File: src/rtl/core/ifhb_pkg.sv
// ----------------------------------------------------------------------------
// ifhb_pkg
// Shared constants, the checksum adder and the controller/datapath interface
// types for the IPv4 fragment header builder.
// ----------------------------------------------------------------------------
package ifhb_pkg;

	localparam int unsigned LEN_W     = 16;
	localparam int unsigned ADDR_W    = 32;
	localparam int unsigned PROTO_W   = 8;
	localparam int unsigned OUT_LEN_W = 11;
	localparam int unsigned OFF8_W    = 13;

	localparam logic [LEN_W-1:0] HDR_BYTES   = 16'd20;
	localparam logic [7:0]       HDR_TTL     = 8'd64;
	localparam logic [3:0]       HDR_VER     = 4'd4;
	localparam logic [3:0]       HDR_IHL     = 4'd5;
	localparam logic [15:0]      VER_IHL_WORD = {HDR_VER, HDR_IHL, 8'h00};

	// Header words that do not change between fragments of one packet
	localparam int unsigned      BASE_WORDS = 7;
	localparam int unsigned      STEP_W     = $clog2(BASE_WORDS);
	localparam logic [STEP_W-1:0] STEP_LAST = STEP_W'(BASE_WORDS - 1);

	localparam int unsigned       RESULT_LIMIT = 45;
	localparam int unsigned       CNT_W        = $clog2(RESULT_LIMIT);
	localparam logic [CNT_W-1:0]  CNT_LAST     = CNT_W'(RESULT_LIMIT - 1);

	// Commands from the controller to the datapath
	typedef struct packed {
		logic load;       // take a request, clear the walk
		logic base_add;   // add one fixed header word
		logic size;       // cut the next chunk
		logic sum_len;    // add the total length word
		logic sum_flags;  // add the flags/offset word
		logic emit;       // load the output register, advance the walk
	} ifhb_cmd_t;

	// Status from the datapath to the controller
	typedef struct packed {
		logic base_last;  // final fixed word being added
		logic out_free;   // output register can take a descriptor
		logic frag_last;  // current fragment closes the packet
	} ifhb_sts_t;

	// Ones'-complement add of two 16-bit words with end-around carry
	function automatic logic [15:0] csum_add(input logic [15:0] a, input logic [15:0] b);
		logic [16:0] s;
		s = {1'b0, a} + {1'b0, b};
		return s[15:0] + {15'd0, s[16]};
	endfunction

endpackage

File: src/rtl/core/ifhb_ctrl.sv
// ----------------------------------------------------------------------------
// ifhb_ctrl
// Sequencer: takes a request, steps the fixed-word sum, then walks the
// fragments four steps each until the last descriptor is handed over.
// ----------------------------------------------------------------------------
module ifhb_ctrl
	import ifhb_pkg::*;
(
	input  logic      clk,
	input  logic      arst_n,
	input  logic      in_valid,
	output logic      in_ready,
	input  ifhb_sts_t sts,
	output ifhb_cmd_t cmd
);

	typedef enum logic [2:0] {
		ST_IDLE,
		ST_BASE,
		ST_SIZE,
		ST_LEN,
		ST_FLAGS,
		ST_EMIT
	} state_t;

	state_t state_q;

	assign in_ready = (state_q == ST_IDLE);

	always_comb begin
		cmd           = '0;
		cmd.load      = (state_q == ST_IDLE) && in_valid;
		cmd.base_add  = (state_q == ST_BASE);
		cmd.size      = (state_q == ST_SIZE);
		cmd.sum_len   = (state_q == ST_LEN);
		cmd.sum_flags = (state_q == ST_FLAGS);
		cmd.emit      = (state_q == ST_EMIT) && sts.out_free;
	end

	always_ff @(posedge clk or negedge arst_n) begin
		if (!arst_n) begin
			state_q <= ST_IDLE;
		end else begin
			case (state_q)
				ST_IDLE: begin
					if (in_valid) state_q <= ST_BASE;
				end
				ST_BASE: begin
					if (sts.base_last) state_q <= ST_SIZE;
				end
				ST_SIZE:  state_q <= ST_LEN;
				ST_LEN:   state_q <= ST_FLAGS;
				ST_FLAGS: state_q <= ST_EMIT;
				ST_EMIT: begin
					// hold until the output register frees up
					if (sts.out_free) state_q <= sts.frag_last ? ST_IDLE : ST_SIZE;
				end
				default: state_q <= ST_IDLE;
			endcase
		end
	end

endmodule

File: src/rtl/core/ifhb_dp.sv
// ----------------------------------------------------------------------------
// ifhb_dp
// Datapath: request and walk registers, identification counter, source
// address register, ones'-complement checksum adders and the descriptor output register.
// ----------------------------------------------------------------------------
module ifhb_dp
	import ifhb_pkg::*;
#(
	parameter int unsigned MAX_FRAGMENT_PAYLOAD = 1480
) (
	input  logic                 clk,
	input  logic                 arst_n,
	input  ifhb_cmd_t            cmd,
	output ifhb_sts_t            sts,
	input  logic                 cfg_we,
	input  logic [ADDR_W-1:0]    cfg_data,
	input  logic [LEN_W-1:0]     payload_length,
	input  logic [ADDR_W-1:0]    destination_address,
	input  logic [PROTO_W-1:0]   protocol,
	output logic                 out_valid,
	input  logic                 out_ready,
	output logic [OUT_LEN_W-1:0] total_length,
	output logic [15:0]          identification,
	output logic [OFF8_W-1:0]    offset_units,
	output logic                 more_fragments,
	output logic [PROTO_W-1:0]   echo_protocol,
	output logic [ADDR_W-1:0]    echo_destination,
	output logic [15:0]          header_checksum,
	output logic [LEN_W-1:0]     payload_start,
	output logic [OUT_LEN_W-1:0] fragment_bytes,
	output logic                 last_fragment
);

	localparam logic [LEN_W-1:0] CHUNK = LEN_W'(MAX_FRAGMENT_PAYLOAD);

	// control state
	logic [15:0]       id_cnt_q;
	logic [ADDR_W-1:0] local_q;
	logic              out_valid_q;

	// working registers
	logic [ADDR_W-1:0]  dst_q;
	logic [PROTO_W-1:0] proto_q;
	logic [15:0]        id_q;
	logic [LEN_W-1:0]   remain_q;
	logic [LEN_W-1:0]   offset_q;
	logic [LEN_W-1:0]   flen_q;
	logic               mf_q;
	logic [CNT_W-1:0]   cnt_q;
	logic [STEP_W-1:0]  step_q;
	logic [15:0]        base_q;
	logic [15:0]        acc_q;

	// output register
	logic [OUT_LEN_W-1:0] tlen_o_q;
	logic [15:0]          id_o_q;
	logic [OFF8_W-1:0]    off8_o_q;
	logic                 mf_o_q;
	logic [PROTO_W-1:0]   proto_o_q;
	logic [ADDR_W-1:0]    dst_o_q;
	logic [15:0]          csum_o_q;
	logic [LEN_W-1:0]     start_o_q;
	logic [OUT_LEN_W-1:0] flen_o_q;
	logic                 last_o_q;

	logic [15:0]      base_word;
	logic [LEN_W-1:0] tlen;
	logic [15:0]      flags_word;
	logic             out_free;

	always_comb begin
		case (step_q)
			3'd0:    base_word = VER_IHL_WORD;
			3'd1:    base_word = id_q;
			3'd2:    base_word = {HDR_TTL, proto_q};
			3'd3:    base_word = local_q[31:16];
			3'd4:    base_word = local_q[15:0];
			3'd5:    base_word = dst_q[31:16];
			3'd6:    base_word = dst_q[15:0];
			default: base_word = 16'h0000;
		endcase
	end

	assign tlen       = flen_q + HDR_BYTES;
	assign flags_word = {2'b00, mf_q, offset_q[LEN_W-1:3]};
	assign out_free   = !out_valid_q || out_ready;

	assign sts.base_last = (step_q == STEP_LAST);
	assign sts.out_free  = out_free;
	assign sts.frag_last = !mf_q || (cnt_q == CNT_LAST);

	always_ff @(posedge clk or negedge arst_n) begin
		if (!arst_n) begin
			id_cnt_q    <= '0;
			local_q     <= '0;
			out_valid_q <= 1'b0;
		end else begin
			if (cfg_we) local_q <= cfg_data;
			if (cmd.load) id_cnt_q <= id_cnt_q + 16'd1;
			if (cmd.emit) begin
				out_valid_q <= 1'b1;
			end else if (out_ready) begin
				out_valid_q <= 1'b0;
			end
		end
	end

	always_ff @(posedge clk) begin
		if (cmd.load) begin
			dst_q    <= destination_address;
			proto_q  <= protocol;
			id_q     <= id_cnt_q;
			remain_q <= payload_length;
			offset_q <= '0;
			cnt_q    <= '0;
			step_q   <= '0;
			base_q   <= '0;
		end
		if (cmd.base_add) begin
			base_q <= csum_add(base_q, base_word);
			step_q <= step_q + STEP_W'(1);
		end
		if (cmd.size) begin
			flen_q <= (remain_q > CHUNK) ? CHUNK : remain_q;
			mf_q   <= (remain_q > CHUNK);
		end
		if (cmd.sum_len)   acc_q <= csum_add(base_q, tlen);
		if (cmd.sum_flags) acc_q <= csum_add(acc_q, flags_word);
		if (cmd.emit) begin
			tlen_o_q  <= tlen[OUT_LEN_W-1:0];
			id_o_q    <= id_q;
			off8_o_q  <= offset_q[LEN_W-1:3];
			mf_o_q    <= mf_q;
			proto_o_q <= proto_q;
			dst_o_q   <= dst_q;
			csum_o_q  <= ~acc_q;
			start_o_q <= offset_q;
			flen_o_q  <= flen_q[OUT_LEN_W-1:0];
			last_o_q  <= !mf_q || (cnt_q == CNT_LAST);
			offset_q  <= offset_q + flen_q;
			remain_q  <= remain_q - flen_q;
			cnt_q     <= cnt_q + CNT_W'(1);
		end
	end

	assign out_valid        = out_valid_q;
	assign total_length     = tlen_o_q;
	assign identification   = id_o_q;
	assign offset_units     = off8_o_q;
	assign more_fragments   = mf_o_q;
	assign echo_protocol    = proto_o_q;
	assign echo_destination = dst_o_q;
	assign header_checksum  = csum_o_q;
	assign payload_start    = start_o_q;
	assign fragment_bytes   = flen_o_q;
	assign last_fragment    = last_o_q;

endmodule

File: src/rtl/core/ipv4_fragment_header_builder_unit.sv
// ----------------------------------------------------------------------------
// ipv4_fragment_header_builder_unit
// Turns one send request into a run of IPv4 header descriptors, one per
// fragment, each with its own header checksum.
// ----------------------------------------------------------------------------
// Each input beat (payload length, destination, protocol) produces one output
// beat per fragment, in order, with the last one flagged by last_fragment.
// Payloads longer than MAX_FRAGMENT_PAYLOAD are cut into chunks of that size
// plus a tail of at most that size; an empty payload still gives one 20-byte header. All
// fragments share an identification taken from a 16-bit counter that resets
// to zero and advances once per request. At most 45 descriptors come out per
// request; should more chunks be needed, drop the rest and flag the 45th as
// last while its more_fragments bit stays set. A request is accepted, the
// seven fixed header words (version, identification, TTL/protocol, source
// and destination) are summed in turn through the ones'-complement adder,
// then each fragment is cut, gets its total length and flags/offset words
// added and is handed over; the hand-over waits while the output register
// is full. A new request is taken once the last descriptor of the previous
// one sits in the output register, so the next request's fixed-word sum
// overlaps the wait for that beat to be taken. local_address is written
// through the cfg channel, which is always ready; write it only while the
// block is idle.
// ----------------------------------------------------------------------------
module ipv4_fragment_header_builder_unit
	import ifhb_pkg::*;
#(
	parameter int unsigned MAX_FRAGMENT_PAYLOAD = 1480
) (
	input  logic                 clk,
	input  logic                 arst_n,
	// configuration write channel
	input  logic                 cfg_valid,
	output logic                 cfg_ready,
	input  logic [ADDR_W-1:0]    cfg_data,
	// request channel
	input  logic                 in_valid,
	output logic                 in_ready,
	input  logic [LEN_W-1:0]     payload_length,
	input  logic [ADDR_W-1:0]    destination_address,
	input  logic [PROTO_W-1:0]   protocol,
	// descriptor channel
	output logic                 out_valid,
	input  logic                 out_ready,
	output logic [OUT_LEN_W-1:0] total_length,
	output logic [15:0]          identification,
	output logic [OFF8_W-1:0]    offset_units,
	output logic                 more_fragments,
	output logic [PROTO_W-1:0]   echo_protocol,
	output logic [ADDR_W-1:0]    echo_destination,
	output logic [15:0]          header_checksum,
	output logic [LEN_W-1:0]     payload_start,
	output logic [OUT_LEN_W-1:0] fragment_bytes,
	output logic                 last_fragment
);

	ifhb_cmd_t cmd;
	ifhb_sts_t sts;

	// the register write never stalls
	assign cfg_ready = 1'b1;

	ifhb_ctrl u_ctrl (
		.clk      (clk),
		.arst_n   (arst_n),
		.in_valid (in_valid),
		.in_ready (in_ready),
		.sts      (sts),
		.cmd      (cmd)
	);

	ifhb_dp #(
		.MAX_FRAGMENT_PAYLOAD (MAX_FRAGMENT_PAYLOAD)
	) u_dp (
		.clk                 (clk),
		.arst_n              (arst_n),
		.cmd                 (cmd),
		.sts                 (sts),
		.cfg_we              (cfg_valid && cfg_ready),
		.cfg_data            (cfg_data),
		.payload_length      (payload_length),
		.destination_address (destination_address),
		.protocol            (protocol),
		.out_valid           (out_valid),
		.out_ready           (out_ready),
		.total_length        (total_length),
		.identification      (identification),
		.offset_units        (offset_units),
		.more_fragments      (more_fragments),
		.echo_protocol       (echo_protocol),
		.echo_destination    (echo_destination),
		.header_checksum     (header_checksum),
		.payload_start       (payload_start),
		.fragment_bytes      (fragment_bytes),
		.last_fragment       (last_fragment)
	);

endmodule

File: config.mk
export PLATFORM = sky130hd
export DESIGN_NAME = ipv4_fragment_header_builder_unit
export DESIGN_NICKNAME = d
export VERILOG_FILES = /design/src/rtl/core/ifhb_pkg.sv /design/src/rtl/core/ifhb_ctrl.sv /design/src/rtl/core/ifhb_dp.sv /design/src/rtl/core/ipv4_fragment_header_builder_unit.sv
export SDC_FILE = /design/constraint.sdc
export NUM_CORES = 1
export LEC_CHECK = 0
export BUFFER_PORTS_ARGS = -buffer_cell sky130_fd_sc_hd__buf_2
export CAP_MARGIN = 20
export CORE_ASPECT_RATIO = 1.75
export CORE_UTILIZATION = 40
export DETAILED_ROUTE_END_ITERATION = 16
export GPL_ROUTABILITY_DRIVEN = 0
export PLACE_DENSITY = 0.57
export RECOVER_POWER = 25
export REMOVE_ABC_BUFFERS = 1
export SETUP_SLACK_MARGIN = 0.3
export SLEW_MARGIN = 20
export SYNTH_ARGS = -nofsm -noshare
export SYNTH_HDL_FRONTEND = slang
export SYNTH_SLANG_ARGS = --single-unit
File: constraint.sdc
create_clock -name clk -period 7.6 [get_ports clk]
set_clock_uncertainty 0.15 [all_clocks]
set_input_delay 0 -clock clk [delete_from_list [all_inputs] [get_ports clk]]
set_output_delay 0 -clock clk [all_outputs]
set_load 0.01 [all_outputs]
* Word-level counts from Yosys, hierarchy flattened
Cells that the tools add are included. Widths: inputs -> output; s select.
Operators by class: bitwise logic cells 1, add/sub/neg operators 12, magnitude comparators 1, equal/unequal tests 15, reduce and logical (&&, ||, !) cells 13, multiplexer cells 19
Operators with widths (number):
- $mux 16 | 7
- $pmux 16 s7 | 1
- $add 16x1->16 | 3
- $add 16x16->17 | 2
- $pmux 3 s6 | 1
- $add 16x14->17 | 1
- $add 16x1->16 const B | 1
- $add 16x16->16 | 1
- $add 16x5->16 const B | 1
- $gt 16x11->1 const B | 1
- $not 16->16 | 1
- $sub 16x16->16 | 1
- $eq 3x3->1 const B | 5
- $mux 3 | 5
- $eq 3x2->1 const B | 4
- $mux 6 | 2
- $reduce_bool 2->1 | 4
- $add 6x1->6 const B | 1
- $eq 3x1->1 const B | 2
- $eq 6x6->1 const B | 1
- $logic_not 3->1 | 2
- $ne 2x1->1 const B | 2
- $add 3x1->3 const B | 1
- $reduce_and 3->1 | 1
- other kinds (6) | 10
Word-level totals: register bits after elaboration 323, input bits 93

* Depth between registers and ports, before layout
word-level depth 5, depth in mapped cells 25

* Hierarchy
Synthesis repeated with hierarchy kept, for this count alone.
Unflattened totals: cell total of the unflattened synthesis 1315, area, all modules 16169.3 um^2
Modules (own cells, without submodules):
- ifhb_dp | area each 15917.8 um^2, cells each 1290, seq. area each 8913.5 um^2, times used 1
- ifhb_ctrl | area each 240.2 um^2, cells each 23, seq. area each 75.1 um^2, times used 1
- ipv4_fragment_header_builder_unit | area each 11.3 um^2, cells each 2, seq. area each 0.0 um^2, times used 1

* Worst setup path before layout
OpenSTA, ideal clock, no wires.
kind reg2reg, start register u_dp.step_q[2], end register u_dp.base_q[10], data pin, setup time 0.266 ns, period minus slack after synthesis 5.008 ns, data required time 7.184 ns, path slack 2.592 ns, data arrival time 4.592 ns, buffers on the path 3, stages on the path, launching flop included 24, cell sequence edfxtp_1 > clkbuf_1 > clkbuf_1 > clkinv_1 > ha_1 > clkbuf_1 > a222oi_1 > nand2_1 > ha_1 > o21ai_0 > nand2b_1 > o211ai_2 > o211ai_1 > a21oi_1 > nor2_1 > nor2_1 > o21bai_1 > a21o_1 > ha_1 > ha_1 > nand2_1 > or4_1 > xor2_1 > nor2_1
On the way: longest elaborated chain between the ends 5, elaborated cells between the ends (all ways) 11, those cells by class 2 x add/sub; 6 x eq/ne; 2 x mux; 1 x reduce/logical
Ends and longest elaborated chain:
- start, declared | RTL line ifhb_dp.sv:50 | logic [STEP_W-1:0] step_q;
- start signal, assigned | RTL line ifhb_dp.sv:121 | step_q <= step_q + STEP_W'(1);
- $eq 3x3->1, or another cell as far along | RTL line ifhb_dp.sv:72 | case (step_q)
- $pmux 16 s7 (*) | RTL line ifhb_dp.sv:72
- $add 16x16->17 (*) | RTL line ifhb_pkg.sv:49 | s = {1'b0, a} + {1'b0, b};
- $add 16x1->16 (*) | RTL line ifhb_pkg.sv:50 | return s[15:0] + {15'd0, s[16]};
- $mux 16 (*) | RTL line ifhb_dp.sv:119 | if (cmd.base_add) begin
- end signal, assigned | RTL line ifhb_dp.sv:120 | base_q <= csum_add(base_q, base_word);
- end, declared | RTL line ifhb_dp.sv:51 | logic [15:0] base_q;
Mark *: on every way between the ends. The rest lies on a longest branch, timed or not. A chain may end at the register's enable or synchronous reset.

* Worst setup path in the final report
start register u_dp.step_q[1], end register u_dp.base_q[10], data pin
Same word-level chain as after synthesis.

==> results.md <==
* GRT Total Usage at 21.38%
* Hold path startpoint: payload_length[10]
* Placed Instance Area at 0.01760 sq mm
* Deepest level of the CTS H-tree at 1
* Post-route core utilization at 51.52%
* Number of register bits inferred by synthesis at 308
* Routed wl met3 at 1957 um
* CP required at 7.78 ns
* Final Max Tran Viols at 0
* Slowest cell delay on critical path at 0.74 ns
* # rows at 96
* Clock group share of total power at 19.6%
* Area of all placed cells without fillers at 0.02030 sq mm
* First element of the critical path: u_dp.step_q[1]$_SDFFCE_PP0P_
* Leading area contributor after synthesis: sky130_fd_sc_hd__edfxtp_1
* Number of setup buffers added after CTS at 0
* Sum of net half-perimeters after detailed placement at 31,450 um
* Measured slew at the worst slew-check pin at 0.9146 ns
* RSZ-0062 raised after global routing: false
* Number of nets with antenna violations after routing at 0
* Final critical path time including I/O delays and setup at 5.335 ns
* Min-Delay Endpoint: u_dp.remain_q[10]$_DFFE_PP_
* Status: complete, no violations
* Multi-input gate area at 0.006583 sq mm
* Overall die width at 153.4 um
* Later-pin clock latency in the skew report at 0.59 ns
* Overflow left after global routing at 0
* First-pass GRT wire length at 66,830 um
* Slowest library cell on the worst path: sky130_fd_sc_hd__ha_1
* Number of violations reported at the end of detailed-routing iteration 0 at 590
* Total of hold buffers inserted after clock tree synthesis at 165
* R2R cell count at 23
* Number of stages on the worst hold path at 4
* Worst IR drop on VDD at 0.0002175 V
* Final setup vio count at 0
* Number of distinct library cells after synthesis at 78
* WS Path Type: register to register
* Synth-to-Final Area Change at 26.54%
* Wire length per cell at 19.46 um
* Number of warnings printed during yosys synthesis at 0
* CP delay by family, top: adder cells
* Placed instance count at 2,011
* Count of flip-flops with a built-in enable after synthesis at 256
* Switch share at 40.44%
* Fraction of synthesized cell area taken by the top area cell type at 47.93%
* Cells resized by post-CTS repair at 0
* Routed wire length at 43,460 um
* Crit path cell chain: inv_1 -> ha_1 -> a22oi_1 -> nor2_1 -> a21oi_1 -> o21ai_0 -> ha_1 -> fa_1 -> a21oi_1 -> nor2_1 -> o211ai_2 -> o211ai_1 -> a21oi_1 -> nor2_1 -> nor2_1 -> o21bai_1 -> a21o_1 -> ha_1 -> ha_1 -> nand2_1 -> or4_1 -> xor2_1 -> nor2_1
* Slack of the worst reg-to-reg path at 2.27 ns
* PwrDens at 406.2 mW/mm^2
* Number of standard cells in the final layout excluding fillers at 2,233
* Reg-to-reg startpoint: u_dp.step_q[1]$_SDFFCE_PP0P_
* Syn_area_per_cell at 12.00 sq um
* Max-slew headroom at 39.02%
* DIE AREA at 0.04094 sq mm
* Top FF cell, synth: sky130_fd_sc_hd__edfxtp_1
* IO buf count at 219
* Synth area leaders: sky130_fd_sc_hd__edfxtp_1, sky130_fd_sc_hd__dfrtp_1, sky130_fd_sc_hd__ha_1
* Critical path launch point type: register
* Post-synth top cells: sky130_fd_sc_hd__edfxtp_1, sky130_fd_sc_hd__nand2_1, sky130_fd_sc_hd__ha_1
* Most common cell in the synthesized netlist: sky130_fd_sc_hd__edfxtp_1
* Maximum fanout along the worst path at 21
* Netlist area before placement at 0.01604 sq mm
* Die Span Y at 266.9 um
* Area of all sequential standard cells at 0.008989 sq mm
* Count of final hold-check violations at 0
* First-pass DRT Iterations at 8
* Number of buffers created by CTS at 30
* Gate power share at 47.6%
* Post-route fraction of the period consumed by the critical path at 70.20%
* Antenna violations before repair at 1
* Fmax at 0.1874 GHz
* Total number of nets in the final design at 1,907
* Maximum number of pins on one net before global-route repair at 65
* Fill count at 3,544
* Clk buf depth at 3
* Most repeated library cell on the critical path: sky130_fd_sc_hd__nor2_1
* Combined buffer and inverter count along the critical path at 1
* CTS tree: done
* Number of remaining DRC errors at 0
* Int Pwr at 4.910 mW
* Number of instances in the synthesized netlist at 1,337
* I/O pin total at 221
* Clock transition at path regs at 0.07 ns
* Starting Density at 40.71%
* Kind of end point of the critical path: register
* Length of routed met2 wiring at 23,670 um
* Fraction of the yosys area taken by sequential cells at 56.04%
* Sw power at 3.334 mW
* Hold WS at 0.07109 ns
* Number of global-route vias before repair at 12,339
* Max-capacitance violation count at 0
* Via total after detailed routing at 11,890
* Proportion of register bits with asynchronous set or reset after synthesis at 16.88%
* Uppermost layer routed: met4
* Post-route met1 wirelength at 15,240 um
* Core box area at 0.03940 sq mm
* Worst min-delay path class: input pin to register
* Data arrival, critical path at 5.51 ns
* Critical R2R Capture: u_dp.base_q[10]$_SDFFCE_PP0P_
* Leak Pwr at 8.164 nW
* Sequential share of power at 32.7%
* Library cell used as clock root buffer: sky130_fd_sc_hd__clkbuf_16
* Num Clock Sinks at 308
* Ratio of cells with drive above 1 in the final layout at 18.77%
* Aggregate negative setup slack at 0 ns
* Via/cell ratio at 5.325
## power by group through the flow
stage	Clock (mW)	Sequential [mW]	Combinational, mW
global route	1.71	2.74	4.36
floorplan	0	2.67	2.83
CTS	1.66	2.70	3.95
global placement	0	2.73	3.80
detailed placement	0	2.74	3.85
finish	1.62	2.70	3.93
## layout make-up
class / count / area share, %
flip-flops and latches: 308 / 44.29
multi-input cells: 918 / 32.43
repair buffers: 393 / 13.70
clock buffers: 39 / 4.377
well taps: 490 / 3.021
inverters: 67 / 1.251
clock inverters: 17 / 0.9247
diodes: 1 / 0.01233
## worst max path at each step
stage                                 endpoint  slack (ns)  cells past startpoint
5_1_grt          u_dp.base_q[10]$_SDFFCE_PP0P_        1.74                     23
6_report         u_dp.base_q[10]$_SDFFCE_PP0P_        2.27                     23
4_1_cts          u_dp.base_q[10]$_SDFFCE_PP0P_        2.19                     23
2_1_floorplan  u_dp.offset_q[15]$_SDFFCE_PN0P_        2.53                      6
3_5_place_dp     u_dp.base_q[10]$_SDFFCE_PP0P_        2.22                     23
3_3_place_gp     u_dp.base_q[10]$_SDFFCE_PP0P_        2.38                     23
## through the flow
stage               total power [mW]  setup WS [ns]
finish                         8.244          2.265
global route                   8.812          1.741
CTS                            8.313          2.190
detailed placement             6.583          2.221
global placement               6.536          2.378
floorplan                      5.504          2.530
## layer usage
metal,track usage [%],vias up
li1,-,5723
met1,21.46,5744
met2,41.28,325
met3,3.117,98
met4,12.70,0
met5,0,-
## tightest hold or removal path, stage by stage
cell	delay [ns]
sky130_fd_sc_hd__dlygate4sd3_1	0.52
sky130_fd_sc_hd__buf_2	0.09
sky130_fd_sc_hd__nand2_1	0.04
sky130_fd_sc_hd__nand2_1	0.04
## flip-flops by register name, summed over array words and instances, names as in the netlist, 6 cells and up
| signal | count |
|---|---|
| u_dp.acc_q | 16 |
| u_dp.base_q | 16 |
| u_dp.cnt_q | 6 |
| u_dp.dst_q | 32 |
| u_dp.echo_destination | 32 |
| u_dp.echo_protocol | 8 |
| u_dp.flen_q | 16 |
| u_dp.fragment_bytes | 11 |
| u_dp.header_checksum | 16 |
| u_dp.id_cnt_q | 16 |
| u_dp.id_q | 16 |
| u_dp.identification | 16 |
| u_dp.local_q | 32 |
| u_dp.offset_q | 16 |
| u_dp.payload_start | 16 |
| u_dp.proto_q | 8 |
| u_dp.remain_q | 16 |
| u_dp.total_length | 9 |
## layout by cell type (no fill, tap or decap), types with 33 or more instances in the layout
master / synthesis / final
sky130_fd_sc_hd__a21oi_1: 64 / 64
sky130_fd_sc_hd__buf_2: 2 / 191
sky130_fd_sc_hd__clkbuf_16: 0 / 33
sky130_fd_sc_hd__dfrtp_1: 52 / 52
sky130_fd_sc_hd__dlygate4sd3_1: 0 / 165
sky130_fd_sc_hd__edfxtp_1: 256 / 256
sky130_fd_sc_hd__ha_1: 91 / 91
sky130_fd_sc_hd__inv_1: 65 / 63
sky130_fd_sc_hd__mux2_2: 43 / 43
sky130_fd_sc_hd__nand2_1: 93 / 93
sky130_fd_sc_hd__nand3_1: 43 / 42
sky130_fd_sc_hd__nor2_1: 90 / 90
sky130_fd_sc_hd__nor3_1: 34 / 34
sky130_fd_sc_hd__o21ai_0: 61 / 60
sky130_fd_sc_hd__xnor2_1: 72 / 72
sky130_fd_sc_hd__xor2_1: 43 / 43
## cells by family (layout without fill, tap and decap cells)
kind of cell    count (synthesis)  after routing  synth area share, %
compound gates                268            268                11.47
buf+inv                       115            516                3.081
xor+xnor                      116            116                6.427
fa+ha+maj                      96             96                7.722
mux                            49             49                3.393
flops                         308            308                56.04
simple gates                  383            383                11.82
other cells                     2              7              0.04682
Note: power is estimated with default switching activity, not from simulation.
